`src/rtl/ffha_pkg.sv`:
```
// ----------------------------------------------------------------------------
// ffha_pkg
// Shared constants, codes and sequencer states of the first-fit allocator.
// ----------------------------------------------------------------------------
package ffha_pkg;

	localparam int MAX_SEGMENTS_DEF = 64;
	localparam int ADDRESS_BITS_DEF = 16;
	localparam int OWNER_W          = 8;
	localparam int AMOUNT_W         = 16;
	localparam int ADDR_OUT_W       = 16;
	localparam int HEAP_W           = 16;
	localparam logic [HEAP_W-1:0] HEAP_RESET = 16'hFFFF;

	typedef enum logic [0:0] {
		OP_ALLOC = 1'b0,
		OP_FREE  = 1'b1
	} opcode_t;

	typedef enum logic [1:0] {
		STAT_OK      = 2'd0,
		STAT_NOFIT   = 2'd1,
		STAT_FULL    = 2'd2,
		STAT_NOMATCH = 2'd3
	} status_t;

	typedef enum logic [4:0] {
		S_INIT,
		S_IDLE,
		S_A_RD,
		S_A_EV,
		S_SH_RD,
		S_SH_WR,
		S_WR_TAIL,
		S_WR_HEAD,
		S_F_RD,
		S_F_EV,
		S_N_RD,
		S_N_EV,
		S_RM_RD,
		S_RM_WR,
		S_WB_CUR,
		S_P_RD,
		S_P_EV,
		S_FIN
	} state_t;

endpackage

```
`src/rtl/ffha_if.sv`:
```
// ----------------------------------------------------------------------------
// ffha_req_if / ffha_rsp_if
// Valid/ready channels for requests and responses of the allocator.
// ----------------------------------------------------------------------------
interface ffha_req_if;
	logic        valid;
	logic        ready;
	logic        opcode;
	logic [7:0]  owner_id;
	logic [15:0] amount;
	logic [15:0] start_address;

	modport source (output valid, opcode, owner_id, amount, start_address, input ready);
	modport sink   (input valid, opcode, owner_id, amount, start_address, output ready);
endinterface

interface ffha_rsp_if;
	logic        valid;
	logic        ready;
	logic [1:0]  status;
	logic [15:0] address;

	modport source (output valid, status, address, input ready);
	modport sink   (input valid, status, address, output ready);
endinterface

```
`src/rtl/ffha_seg_mem.sv`:
```
// ----------------------------------------------------------------------------
// ffha_seg_mem
// Segment table storage: one write port, one registered read port.
// ----------------------------------------------------------------------------
module ffha_seg_mem #(
	parameter int DEPTH = 64,
	parameter int WIDTH = 41
) (
	input  logic                     clk,
	input  logic                     we,
	input  logic [$clog2(DEPTH)-1:0] waddr,
	input  logic [WIDTH-1:0]         wdata,
	input  logic [$clog2(DEPTH)-1:0] raddr,
	output logic [WIDTH-1:0]         rdata
);
	logic [WIDTH-1:0] mem [DEPTH];

	always_ff @(posedge clk) begin
		if (we) begin
			mem[waddr] <= wdata;
		end
		rdata <= mem[raddr];
	end
endmodule

```
`src/rtl/first_fit_heap_allocator.sv`:
```
// ----------------------------------------------------------------------------
// first_fit_heap_allocator
// First-fit heap segment allocator with split on allocate and merge on free.
// ----------------------------------------------------------------------------
// Sequencing: allocate reads then evaluates each segment scanned, and on a
//   split moves each tail entry down with a table read and a write; free scans
//   likewise, and on each merge moves later entries up with a read and a write.
// Throughput: one transaction at a time; req.ready is high only when idle.
// Reset: the S_INIT state rebuilds entry zero as one free segment of heap_size;
//   a heap_size write does the same.
module first_fit_heap_allocator
	import ffha_pkg::*;
#(
	parameter int MAX_SEGMENTS = MAX_SEGMENTS_DEF,
	parameter int ADDRESS_BITS = ADDRESS_BITS_DEF
) (
	input  logic              clk,
	input  logic              arst_n,
	ffha_req_if.sink          req,
	ffha_rsp_if.source        rsp,
	input  logic              cfg_we,
	input  logic [HEAP_W-1:0] cfg_data
);
	localparam int AB   = ADDRESS_BITS;
	localparam int IW   = $clog2(MAX_SEGMENTS);
	localparam int CNTW = $clog2(MAX_SEGMENTS + 1);
	localparam int EW   = 1 + OWNER_W + 2 * AB;
	// common width for comparing sizes against 16-bit request fields
	localparam int CW   = (AB > 16) ? AB : 16;

	state_t state_q, state_d;

	logic [CNTW-1:0]       i_q, i_d, k_q, k_d, cnt_q, cnt_d;
	logic [EW-1:0]         cur_q, cur_d;
	logic                  rm_final_q, rm_final_d;
	logic [HEAP_W-1:0]     heap_q, heap_d;
	logic [OWNER_W-1:0]    owner_q;
	logic [AMOUNT_W-1:0]   amount_q;
	logic [AMOUNT_W-1:0]   start_in_q;
	status_t               res_stat_q, res_stat_d;
	logic [ADDR_OUT_W-1:0] res_addr_q, res_addr_d;
	logic                  out_valid_q, out_valid_d;
	logic [1:0]            out_stat_q, out_stat_d;
	logic [ADDR_OUT_W-1:0] out_addr_q, out_addr_d;

	// table port
	logic          mem_we;
	logic [IW-1:0] mem_waddr, mem_raddr;
	logic [EW-1:0] mem_wdata, rdata;

	ffha_seg_mem #(.DEPTH(MAX_SEGMENTS), .WIDTH(EW)) u_mem (
		.clk   (clk),
		.we    (mem_we),
		.waddr (mem_waddr),
		.wdata (mem_wdata),
		.raddr (mem_raddr),
		.rdata (rdata)
	);

	// entry layout: {free, owner, start, size}
	logic               rd_free, cur_free;
	logic [OWNER_W-1:0] rd_owner;
	logic [AB-1:0]      rd_start, rd_size, cur_start, cur_size;
	assign rd_free   = rdata[EW-1];
	assign rd_owner  = rdata[EW-2 -: OWNER_W];
	assign rd_start  = rdata[2*AB-1 -: AB];
	assign rd_size   = rdata[AB-1:0];
	assign cur_free  = cur_q[EW-1];
	assign cur_start = cur_q[2*AB-1 -: AB];
	assign cur_size  = cur_q[AB-1:0];

	logic [CW-1:0] amt_cw, rd_size_cw, rd_start_cw, start_in_cw, cur_start_cw;
	logic [CW-1:0] mask_cw;
	assign mask_cw      = CW'({AB{1'b1}});
	assign amt_cw       = CW'(amount_q);
	assign rd_size_cw   = CW'(rd_size);
	assign rd_start_cw  = CW'(rd_start);
	assign start_in_cw  = CW'(start_in_q) & mask_cw;
	assign cur_start_cw = CW'(cur_start);

	logic [CNTW-1:0] i_inc, k_inc, k_dec, i_dec;
	assign i_inc = i_q + CNTW'(1);
	assign i_dec = i_q - CNTW'(1);
	assign k_inc = k_q + CNTW'(1);
	assign k_dec = k_q - CNTW'(1);

	assign req.ready   = (state_q == S_IDLE) && !cfg_we;
	assign rsp.valid   = out_valid_q;
	assign rsp.status  = out_stat_q;
	assign rsp.address = out_addr_q;

	always_ff @(posedge clk or negedge arst_n) begin
		if (!arst_n) begin
			state_q     <= S_INIT;
			heap_q      <= HEAP_RESET;
			cnt_q       <= CNTW'(1);
			out_valid_q <= 1'b0;
		end else begin
			state_q     <= state_d;
			heap_q      <= heap_d;
			cnt_q       <= cnt_d;
			out_valid_q <= out_valid_d;
		end
	end

	always_ff @(posedge clk) begin
		i_q        <= i_d;
		k_q        <= k_d;
		cur_q      <= cur_d;
		rm_final_q <= rm_final_d;
		res_stat_q <= res_stat_d;
		res_addr_q <= res_addr_d;
		out_stat_q <= out_stat_d;
		out_addr_q <= out_addr_d;
		if (req.valid && req.ready) begin
			owner_q    <= req.owner_id;
			amount_q   <= req.amount;
			start_in_q <= req.start_address;
		end
	end

	always_comb begin
		state_d     = state_q;
		heap_d      = heap_q;
		cnt_d       = cnt_q;
		i_d         = i_q;
		k_d         = k_q;
		cur_d       = cur_q;
		rm_final_d  = rm_final_q;
		res_stat_d  = res_stat_q;
		res_addr_d  = res_addr_q;
		out_stat_d  = out_stat_q;
		out_addr_d  = out_addr_q;
		out_valid_d = out_valid_q && !rsp.ready;
		mem_we      = 1'b0;
		mem_waddr   = i_q[IW-1:0];
		mem_wdata   = cur_q;
		mem_raddr   = i_q[IW-1:0];

		unique case (state_q)
			S_INIT: begin
				mem_we    = 1'b1;
				mem_waddr = '0;
				mem_wdata = {1'b1, {OWNER_W{1'b0}}, {AB{1'b0}}, AB'(CW'(heap_q))};
				cnt_d     = CNTW'(1);
				state_d   = S_IDLE;
			end
			S_IDLE: begin
				if (req.valid && req.ready) begin
					i_d        = '0;
					res_addr_d = '0;
					if (opcode_t'(req.opcode) == OP_FREE) begin
						res_stat_d = STAT_NOMATCH;
						state_d    = S_F_RD;
					end else if (req.amount == '0) begin
						res_stat_d = STAT_NOFIT;
						state_d    = S_FIN;
					end else begin
						res_stat_d = STAT_NOFIT;
						state_d    = S_A_RD;
					end
				end
			end
			// allocate: scan for first free segment that fits
			S_A_RD: begin
				state_d = (i_q == cnt_q) ? S_FIN : S_A_EV;
			end
			S_A_EV: begin
				if (rd_free && rd_size_cw >= amt_cw) begin
					if (rd_size_cw == amt_cw) begin
						mem_we     = 1'b1;
						mem_wdata  = {1'b0, owner_q, rd_start, rd_size};
						res_stat_d = STAT_OK;
						res_addr_d = rd_start_cw[ADDR_OUT_W-1:0];
						state_d    = S_FIN;
					end else if (cnt_q == CNTW'(MAX_SEGMENTS)) begin
						res_stat_d = STAT_FULL;
						state_d    = S_FIN;
					end else begin
						cur_d   = rdata;
						k_d     = cnt_q;
						state_d = S_SH_RD;
					end
				end else begin
					i_d     = i_inc;
					state_d = S_A_RD;
				end
			end
			// open a hole at i+1 by shifting the tail down one slot
			S_SH_RD: begin
				mem_raddr = k_dec[IW-1:0];
				state_d   = (k_q > i_inc) ? S_SH_WR : S_WR_TAIL;
			end
			S_SH_WR: begin
				mem_we    = 1'b1;
				mem_waddr = k_q[IW-1:0];
				mem_wdata = rdata;
				k_d       = k_dec;
				state_d   = S_SH_RD;
			end
			S_WR_TAIL: begin
				mem_we    = 1'b1;
				mem_waddr = i_inc[IW-1:0];
				mem_wdata = {1'b1, {OWNER_W{1'b0}}, AB'(cur_start_cw + amt_cw),
				             AB'(CW'(cur_size) - amt_cw)};
				state_d   = S_WR_HEAD;
			end
			S_WR_HEAD: begin
				mem_we     = 1'b1;
				mem_wdata  = {1'b0, owner_q, cur_start, AB'(amt_cw)};
				cnt_d      = cnt_q + CNTW'(1);
				res_stat_d = STAT_OK;
				res_addr_d = cur_start_cw[ADDR_OUT_W-1:0];
				state_d    = S_FIN;
			end
			// free: find owned segment with matching owner and start
			S_F_RD: begin
				state_d = (i_q == cnt_q) ? S_FIN : S_F_EV;
			end
			S_F_EV: begin
				if (!rd_free && rd_owner == owner_q && rd_start_cw == start_in_cw) begin
					cur_d      = {1'b1, {OWNER_W{1'b0}}, rd_start, rd_size};
					res_stat_d = STAT_OK;
					state_d    = (i_inc < cnt_q) ? S_N_RD : S_WB_CUR;
				end else begin
					i_d     = i_inc;
					state_d = S_F_RD;
				end
			end
			S_N_RD: begin
				mem_raddr = i_inc[IW-1:0];
				state_d   = S_N_EV;
			end
			S_N_EV: begin
				if (rd_free) begin
					cur_d      = {cur_free, {OWNER_W{1'b0}}, cur_start, cur_size + rd_size};
					k_d        = i_inc;
					rm_final_d = 1'b0;
					state_d    = S_RM_RD;
				end else begin
					state_d = S_WB_CUR;
				end
			end
			// close the slot at k by shifting later entries up
			S_RM_RD: begin
				mem_raddr = k_inc[IW-1:0];
				if (k_inc < cnt_q) begin
					state_d = S_RM_WR;
				end else begin
					cnt_d   = cnt_q - CNTW'(1);
					state_d = rm_final_q ? S_FIN : S_WB_CUR;
				end
			end
			S_RM_WR: begin
				mem_we    = 1'b1;
				mem_waddr = k_q[IW-1:0];
				mem_wdata = rdata;
				k_d       = k_inc;
				state_d   = S_RM_RD;
			end
			S_WB_CUR: begin
				mem_we  = 1'b1;
				state_d = (i_q != '0) ? S_P_RD : S_FIN;
			end
			S_P_RD: begin
				mem_raddr = i_dec[IW-1:0];
				state_d   = S_P_EV;
			end
			S_P_EV: begin
				if (rd_free) begin
					mem_we     = 1'b1;
					mem_waddr  = i_dec[IW-1:0];
					mem_wdata  = {rd_free, rd_owner, rd_start, rd_size + cur_size};
					k_d        = i_q;
					rm_final_d = 1'b1;
					state_d    = S_RM_RD;
				end else begin
					state_d = S_FIN;
				end
			end
			// hand result to the output register once it is free
			S_FIN: begin
				if (!out_valid_d) begin
					out_valid_d = 1'b1;
					out_stat_d  = res_stat_q;
					out_addr_d  = (res_stat_q == STAT_OK) ? res_addr_q : '0;
					state_d     = S_IDLE;
				end
			end
			default: state_d = S_INIT;
		endcase

		// heap_size write rebuilds the table
		if (cfg_we) begin
			heap_d  = cfg_data;
			state_d = S_INIT;
		end
	end
endmodule
```
`src/flat_wrapper.sv`:
```
// flat-port wrapper written by rule: the top's interface ports become plain ports
module first_fit_heap_allocator_flat import ffha_pkg::*;
#(
	parameter int MAX_SEGMENTS = MAX_SEGMENTS_DEF,
	parameter int ADDRESS_BITS = ADDRESS_BITS_DEF
)
  (clk, arst_n, cfg_we, cfg_data, req_valid, req_opcode, req_owner_id, req_amount, req_start_address, req_ready, rsp_valid, rsp_status, rsp_address, rsp_ready);
  ffha_req_if req_i ();
  ffha_rsp_if rsp_i ();
  input  logic clk;
  input  logic arst_n;
  input  logic cfg_we;
  input  logic [HEAP_W-1:0] cfg_data;
  input wire logic [$bits(req_i.valid)-1:0] req_valid;
  input wire logic [$bits(req_i.opcode)-1:0] req_opcode;
  input wire logic [$bits(req_i.owner_id)-1:0] req_owner_id;
  input wire logic [$bits(req_i.amount)-1:0] req_amount;
  input wire logic [$bits(req_i.start_address)-1:0] req_start_address;
  output wire logic [$bits(req_i.ready)-1:0] req_ready;
  output wire logic [$bits(rsp_i.valid)-1:0] rsp_valid;
  output wire logic [$bits(rsp_i.status)-1:0] rsp_status;
  output wire logic [$bits(rsp_i.address)-1:0] rsp_address;
  input wire logic [$bits(rsp_i.ready)-1:0] rsp_ready;
  assign req_i.valid = req_valid;
  assign req_i.opcode = req_opcode;
  assign req_i.owner_id = req_owner_id;
  assign req_i.amount = req_amount;
  assign req_i.start_address = req_start_address;
  assign req_ready = req_i.ready;
  assign rsp_valid = rsp_i.valid;
  assign rsp_status = rsp_i.status;
  assign rsp_address = rsp_i.address;
  assign rsp_i.ready = rsp_ready;
  first_fit_heap_allocator #(.MAX_SEGMENTS(MAX_SEGMENTS), .ADDRESS_BITS(ADDRESS_BITS)) u_core (.clk(clk), .arst_n(arst_n), .req(req_i), .rsp(rsp_i), .cfg_we(cfg_we), .cfg_data(cfg_data));
endmodule
```
`config.mk`:
```
export PLATFORM = sky130hd
export DESIGN_NAME = first_fit_heap_allocator_flat
export DESIGN_NICKNAME = d
export VERILOG_FILES = /design/src/rtl/ffha_pkg.sv /design/src/rtl/ffha_if.sv /design/src/rtl/ffha_seg_mem.sv /design/src/rtl/first_fit_heap_allocator.sv /design/src/flat_wrapper.sv
export SDC_FILE = /design/constraint.sdc
export NUM_CORES = 2
export LEC_CHECK = 0
export BUFFER_PORTS_ARGS = -buffer_cell sky130_fd_sc_hd__buf_2
export CORE_ASPECT_RATIO = 0.7
export CORE_MARGIN = 2
export CORE_UTILIZATION = 50
export DETAILED_ROUTE_END_ITERATION = 12
export GPL_TIMING_DRIVEN = 0
export PLACE_DENSITY = 0.66
export SLEW_MARGIN = 20
export SYNTH_ARGS = -nofsm -noshare
export SYNTH_HDL_FRONTEND = slang
export SYNTH_SLANG_ARGS = --single-unit
```
`constraint.sdc`:
```
create_clock -name clk -period 14.2 [get_ports clk]
set_input_delay 2.84 -clock clk [delete_from_list [all_inputs] [get_ports clk]]
set_output_delay 2.84 -clock clk [all_outputs]
set_load 0.01 [all_outputs]
```
# == Word-level counts from Yosys, hierarchy flattened ==
# Memory sizes are Yosys's and may differ from the RTL's. A register that Yosys moved wholly into a read port is not among the register bits.
# Cells that the tools add are included.
# word_totals
mem_count,1
regBits,161
input_bits,62
ramBits,2624
output_inout_bits,20
# op_classes
reduce_logical,33
bitwise_logic,2
eq_ne,36
addsub,9
n_lt_le_gt_ge,4
mux,65
# mem_list
name,depth,word_bits,rd,rd_clocked_by_memory_dff,wr,line,source
u_core.u_mem.mem,64,41,1,1,1,ffha_seg_mem.sv:16,logic [WIDTH-1:0] mem [DEPTH];
# op_table
operator,count
41-bit two-way mux,7
41-bit one-hot mux with 6 select lines,1
41-bit one-hot mux with 3 select lines,1
5-bit one-hot mux with 18 select lines,1
5-bit two-way mux,15
7-bit two-way mux,9
16-bit two-way mux,3
16-bit one-hot mux with 3 select lines,1
6-bit one-hot mux with 4 select lines,2
7-bit one-hot mux with 3 select lines,2
5-bit by 4-bit equality test with 1-bit output (second input constant),8
40-bit two-way mux,1
7-bit one-hot mux with 5 select lines,1
16-bit adder,2
16-bit equality test,2
7-bit by 1-bit adder with 7-bit output (second input constant),3
5-bit by 3-bit equality test with 1-bit output (second input constant),4
6-bit AND reduction,3
16-bit greater-or-equal comparator,1
16-bit logical NOT,1
2-bit two-way mux,8
2-bit inequality test (second input constant),8
16-bit subtractor,1
7-bit < comparator,2
other kinds (34),62

# == Longest topological paths before layout ==
# logic_depth
word_depth,6
ltp_mapped,15
ltp_nobuf,13

# == Hierarchy ==
# A second synthesis with hierarchy kept.
# hier_totals
hier_cells,5488
area_unflattened_um2,112197.6
# by_module_without_submodules
mod,cells_each,instances,area_per_inst_um2
ffha_seg_mem,4226,1,100108.5
first_fit_heap_allocator,1262,1,12089.1

# == Worst setup path before layout ==
# Ideal clock, no wire load.
# synth_timing
kind,in2out
startpoint,input port cfg_we
endpoint,output port req_ready
path_slack_ps,8070
arrival_ps,3290
path_stages,2
cell_sequence,clkbuf_1 > nor2_1
# synth_between
elab_chain_cells,2
# synth_lines
item,line,source
start: declaration,flat_wrapper.sv:12,input logic cfg_we;
1-bit logical NOT,first_fit_heap_allocator.sv:87,assign req.ready = (state_q == S_IDLE) && !cfg_we;
1-bit logical AND,first_fit_heap_allocator.sv:87,
end: declaration,flat_wrapper.sv:19,output wire logic [$bits(req_i.ready)-1:0] req_ready;
# Every way passes these cells.

# == Final worst setup path ==
# layout_timing
startpoint,register u_core.i_q[0]
endpoint,register u_core.u_mem.rdata[9] (read register of u_core.u_mem.mem)
# layout_between
elab_chain_cells,2
# layout_lines
item,line,source
start: declaration,first_fit_heap_allocator.sv:33,"logic [CNTW-1:0] i_q, i_d, k_q, k_d, cnt_q, cnt_d;"
start signal: assignment,first_fit_heap_allocator.sv:107,i_q <= i_d;
6-bit by 1-bit subtractor with 6-bit output,first_fit_heap_allocator.sv:83,assign i_dec = i_q - CNTW'(1);
net u_core.i_dec[0],first_fit_heap_allocator.sv:81,"logic [CNTW-1:0] i_inc, k_inc, k_dec, i_dec;"
6-bit one-hot mux with 4 select lines,first_fit_heap_allocator.sv:140,unique case (state_q)
end: declaration,ffha_seg_mem.sv:14,output logic [WIDTH-1:0] rdata
# The timed path passes the listed nets, and every way through them passes these cells.
# A chain may end at the register's enable or synchronous reset.

==> qor.yml <==
status: "finished, final reports clean"
ys_ff_latch: 2826
cts_resized: 0
routedWlPerCell_um: 34.5
setup_viol: 0
h-tree-depth: 5
yosysWarnings: 0
syn_avg_cell_area_um2: 12.9
fmax_ghz: 0.150
path_clk_slew_ps: 70
vias: 84700
gp_congestion: 1.02
tritoncts: "yes"
grt_pass1_wl_um: 606000
synth-simple-area-share_pct: 15.9
max_slew_margin_pct: 3.63
period_share_pct: 47.1
synth-xor-area-share_pct: 0.701
synth_area_leader_cell: "edfxtp_1"
grt_max_degree: 65
initialDrtViolationCount: 15800
critPathKind: "reg -> reg"
synth_fa_ha_area_share_pct: 1.05
arrival_ps: 7420
synthTopCellsByArea: "edfxtp_1 71%, nand2_1 8.5%, nand3_1 4.5%"
synth_top_area_share_pct: 71.3
start_util_pct: 50.5
finalCoreUtilization_pct: 58.8
synthMuxAreaShare_pct: 0.781
io_buffers: 81
final_antenna_net_count: 0
p_total_mw: 31.4
synthCells: 9025
slew_violations: 0
path_max_fanout: 10
drv_cap: 0
area_growth_pct: 16.6
fin_crit_ps: 6690
cts_setup_buffers: 0
synth-compound-area-share_pct: 6.43
rows: 147
viasPerCell: 6.54
clock_latency_ps: 870
num-fill-cells: 18000
min_path_type: "reg -> reg"
peakVddDrop_v: 0.000233
antenna_found_initial: 58
power_density_nw_per_um2: 232
cts_buffers: 279
core_area_um2: 230000
rsz0062_at_grt: "false"
finalWirelength_um: 447000
synth_edf_count: 2756
synth_top_family_by_area: "simple AND/OR/NAND/NOR gates"
finClkSkew_ps: 44.6
cts-root-buf: "clkbuf_16"
ys_types: 93
startpoint_type: "flip-flop"
holdBufCountCts: 0
cts_buffer_depth: 4
hold_violations: 0
async_flop_share_pct: 1.03
grt_usage_pct: 36.9
final_nets: 9802
final.setup.tns_ps: 0
dp.cells: 12400
dr.pass1.iters: 8
dp_hpwl_um: 330000
die_h_um: 407
dieArea_um2: 236000
fin_worst_hold_slack_ps: 522
max_slew.worst_pin.slew_ps: 1450
clkSinkCount: 2826
netlist_area_um2: 116000
layout-drive-gt1-share_pct: 12.3
ys.flop_type: "edfxtp_1"
final_cell_count_no_fill: 12900
grt_overflow_total: 0
ios: 82
grt_pass1_vias: 76200
endpoint_kind: "flip-flop"
drc: 0
crit_required_ps: 14940
synth-seq-area-share_pct: 72.6
fp.dieW_um: 580
power_leakage_nw: 47.1
syn_nets: 9182
[through the flow]
step	cell area (um^2)	setup slack, ps
after floorplan	116000	8070
after global placement	120000	1120
after detailed placement	126000	7520
after CTS	135000	7520
after global routing	135000	7390
final	135000	7510
[where the power goes]
group	internal, mW	switching (mW)
clock network	4.21	3.25
logic	2.87	9.28
registers	11.5	0.305
[worst max-delay path, cell delays in order, from the launching register on]
cell       delay, ps
edfxtp_1         490
clkbuf_1         490
inv_1            280
ha_1             340
xnor2_1          170
nor3_1           100
a2111oi_4        630
and2_1           260
buf_2            330
buf_2            510
buf_1            820
nand3_1          510
a32oi_1         1020
and4_1           590
[registers in the layout, summed over array words and instances (netlist names)]
signal	count
u_core.heap_q	16
u_core.owner_q	8
u_core.state_q	5
u_core.u_mem.mem	2624
u_core.cnt_q	7
u_core.res_addr_q	16
u_core.k_q	7
u_core.cur_q	41
u_core.rsp.address	16
u_core.amount_q	16
u_core.rsp.valid	1
u_core.start_in_cw	16
u_core.rm_final_q	1
u_core.i_q	7
u_core.rsp.status	2
u_core.u_mem.rdata	41
u_core.res_stat_q	2
[worst paths after layout]
check | startpoint | endpoint | slack [ps] | cells after the start
min in group asynchronous | arst_n | u_core.rsp.valid$_DFF_PN0_ | 2100 | 1
hold / removal | u_core.res_addr_q[1]$_DFFE_PP_ | u_core.rsp.address[1]$_SDFFCE_PP0P_ | 520 | 1
max in group asynchronous | arst_n | u_core.cnt_q[2]$_DFFE_PN0P_ | 11500 | 1
hold reg to reg | u_core.res_addr_q[1]$_DFFE_PP_ | u_core.rsp.address[1]$_SDFFCE_PP0P_ | 520 | 1
setup / recovery | u_core.i_q[0]$_SDFFCE_PP0P_ | u_core.u_mem.rdata[9]$_DFF_P_ | 7510 | 13
setup reg to reg | u_core.i_q[0]$_SDFFCE_PP0P_ | u_core.u_mem.rdata[9]$_DFF_P_ | 7510 | 13
[metal layers]
| metal | routed length (um) | global-route usage, % | part of all wire (%) | vias up |
|---|---|---|---|---|
| li1 | - | - | - | 34800 |
| met1 | 175000 | 53.8 | 39 | 42300 |
| met2 | 173000 | 47.9 | 39 | 6719 |
| met3 | 73700 | 14.8 | 16 | 904 |
| met4 | 24300 | 17.0 | 5.4 | 42 |
| met5 | 276 | 0 | 0.062 | - |
[synthesized netlist by cell type, drive strengths merged (12+ instances only)]
library cell,n
edfxtp,2756
nand2,2633
nand3,1049
buf,356
a31oi,304
clkbuf,233
and3,192
a311oi,183
nor2,179
o211ai,117
ha,91
a21oi,76
inv,66
o21ai,61
xnor2,50
a22oi,48
xor2,43
dfxtp,41
mux2i,40
and4,36
nor2b,33
a32oi,29
nor3,27
a21o,24
and2,23
a222oi,22
mux2,19
a22o,18
nand4,18
a221oi,17
dfstp,17
nand2b,17
o21a,17
a221o,15
nor4,14
mux4,13
dfrtp,12
[logic make-up after synthesis]
kind of cell               after synthesis
AOI/OAI and AO/OA                     1017
DFF                                   2826
adders and majority gates               95
buffers and inverters                  656
and+or+nand+nor                       4266
muxes                                   72
xor gates and xnor gates                93
[cell type report]
| cell class | count | area, um^2 | share of cell area (%) |
|---|---|---|---|
| tap | 3054 | 3820 | 2.82 |
| buffer | 589 | 2660 | 1.97 |
| multi-input combinational | 5543 | 29700 | 22.0 |
| sequential | 2826 | 84300 | 62.3 |
| timing repair buffer | 339 | 5550 | 4.10 |
| clock inverter | 147 | 1440 | 1.06 |
| clock buffer | 343 | 7470 | 5.52 |
| inverter | 67 | 274 | 0.202 |
| antenna | 40 | 100 | 0.0739 |
[cell usage in the layout, fill, tap and decap left out, types with 74 or more instances in the layout]
cell	Yosys	layout
nand2_1	2631	2630
and3_1	192	192
ha_1	91	91
clkbuf_16	0	289
o211ai_1	117	117
nor2_1	176	109
a21oi_1	74	74
a31oi_1	304	304
buf_12	0	102
edfxtp_1	2756	2756
buf_2	264	347
a311oi_1	183	182
nand3_1	1049	1046
buf_16	0	89
clkbuf_1	232	277
No activity file was read; power rests on OpenSTA's default activity.
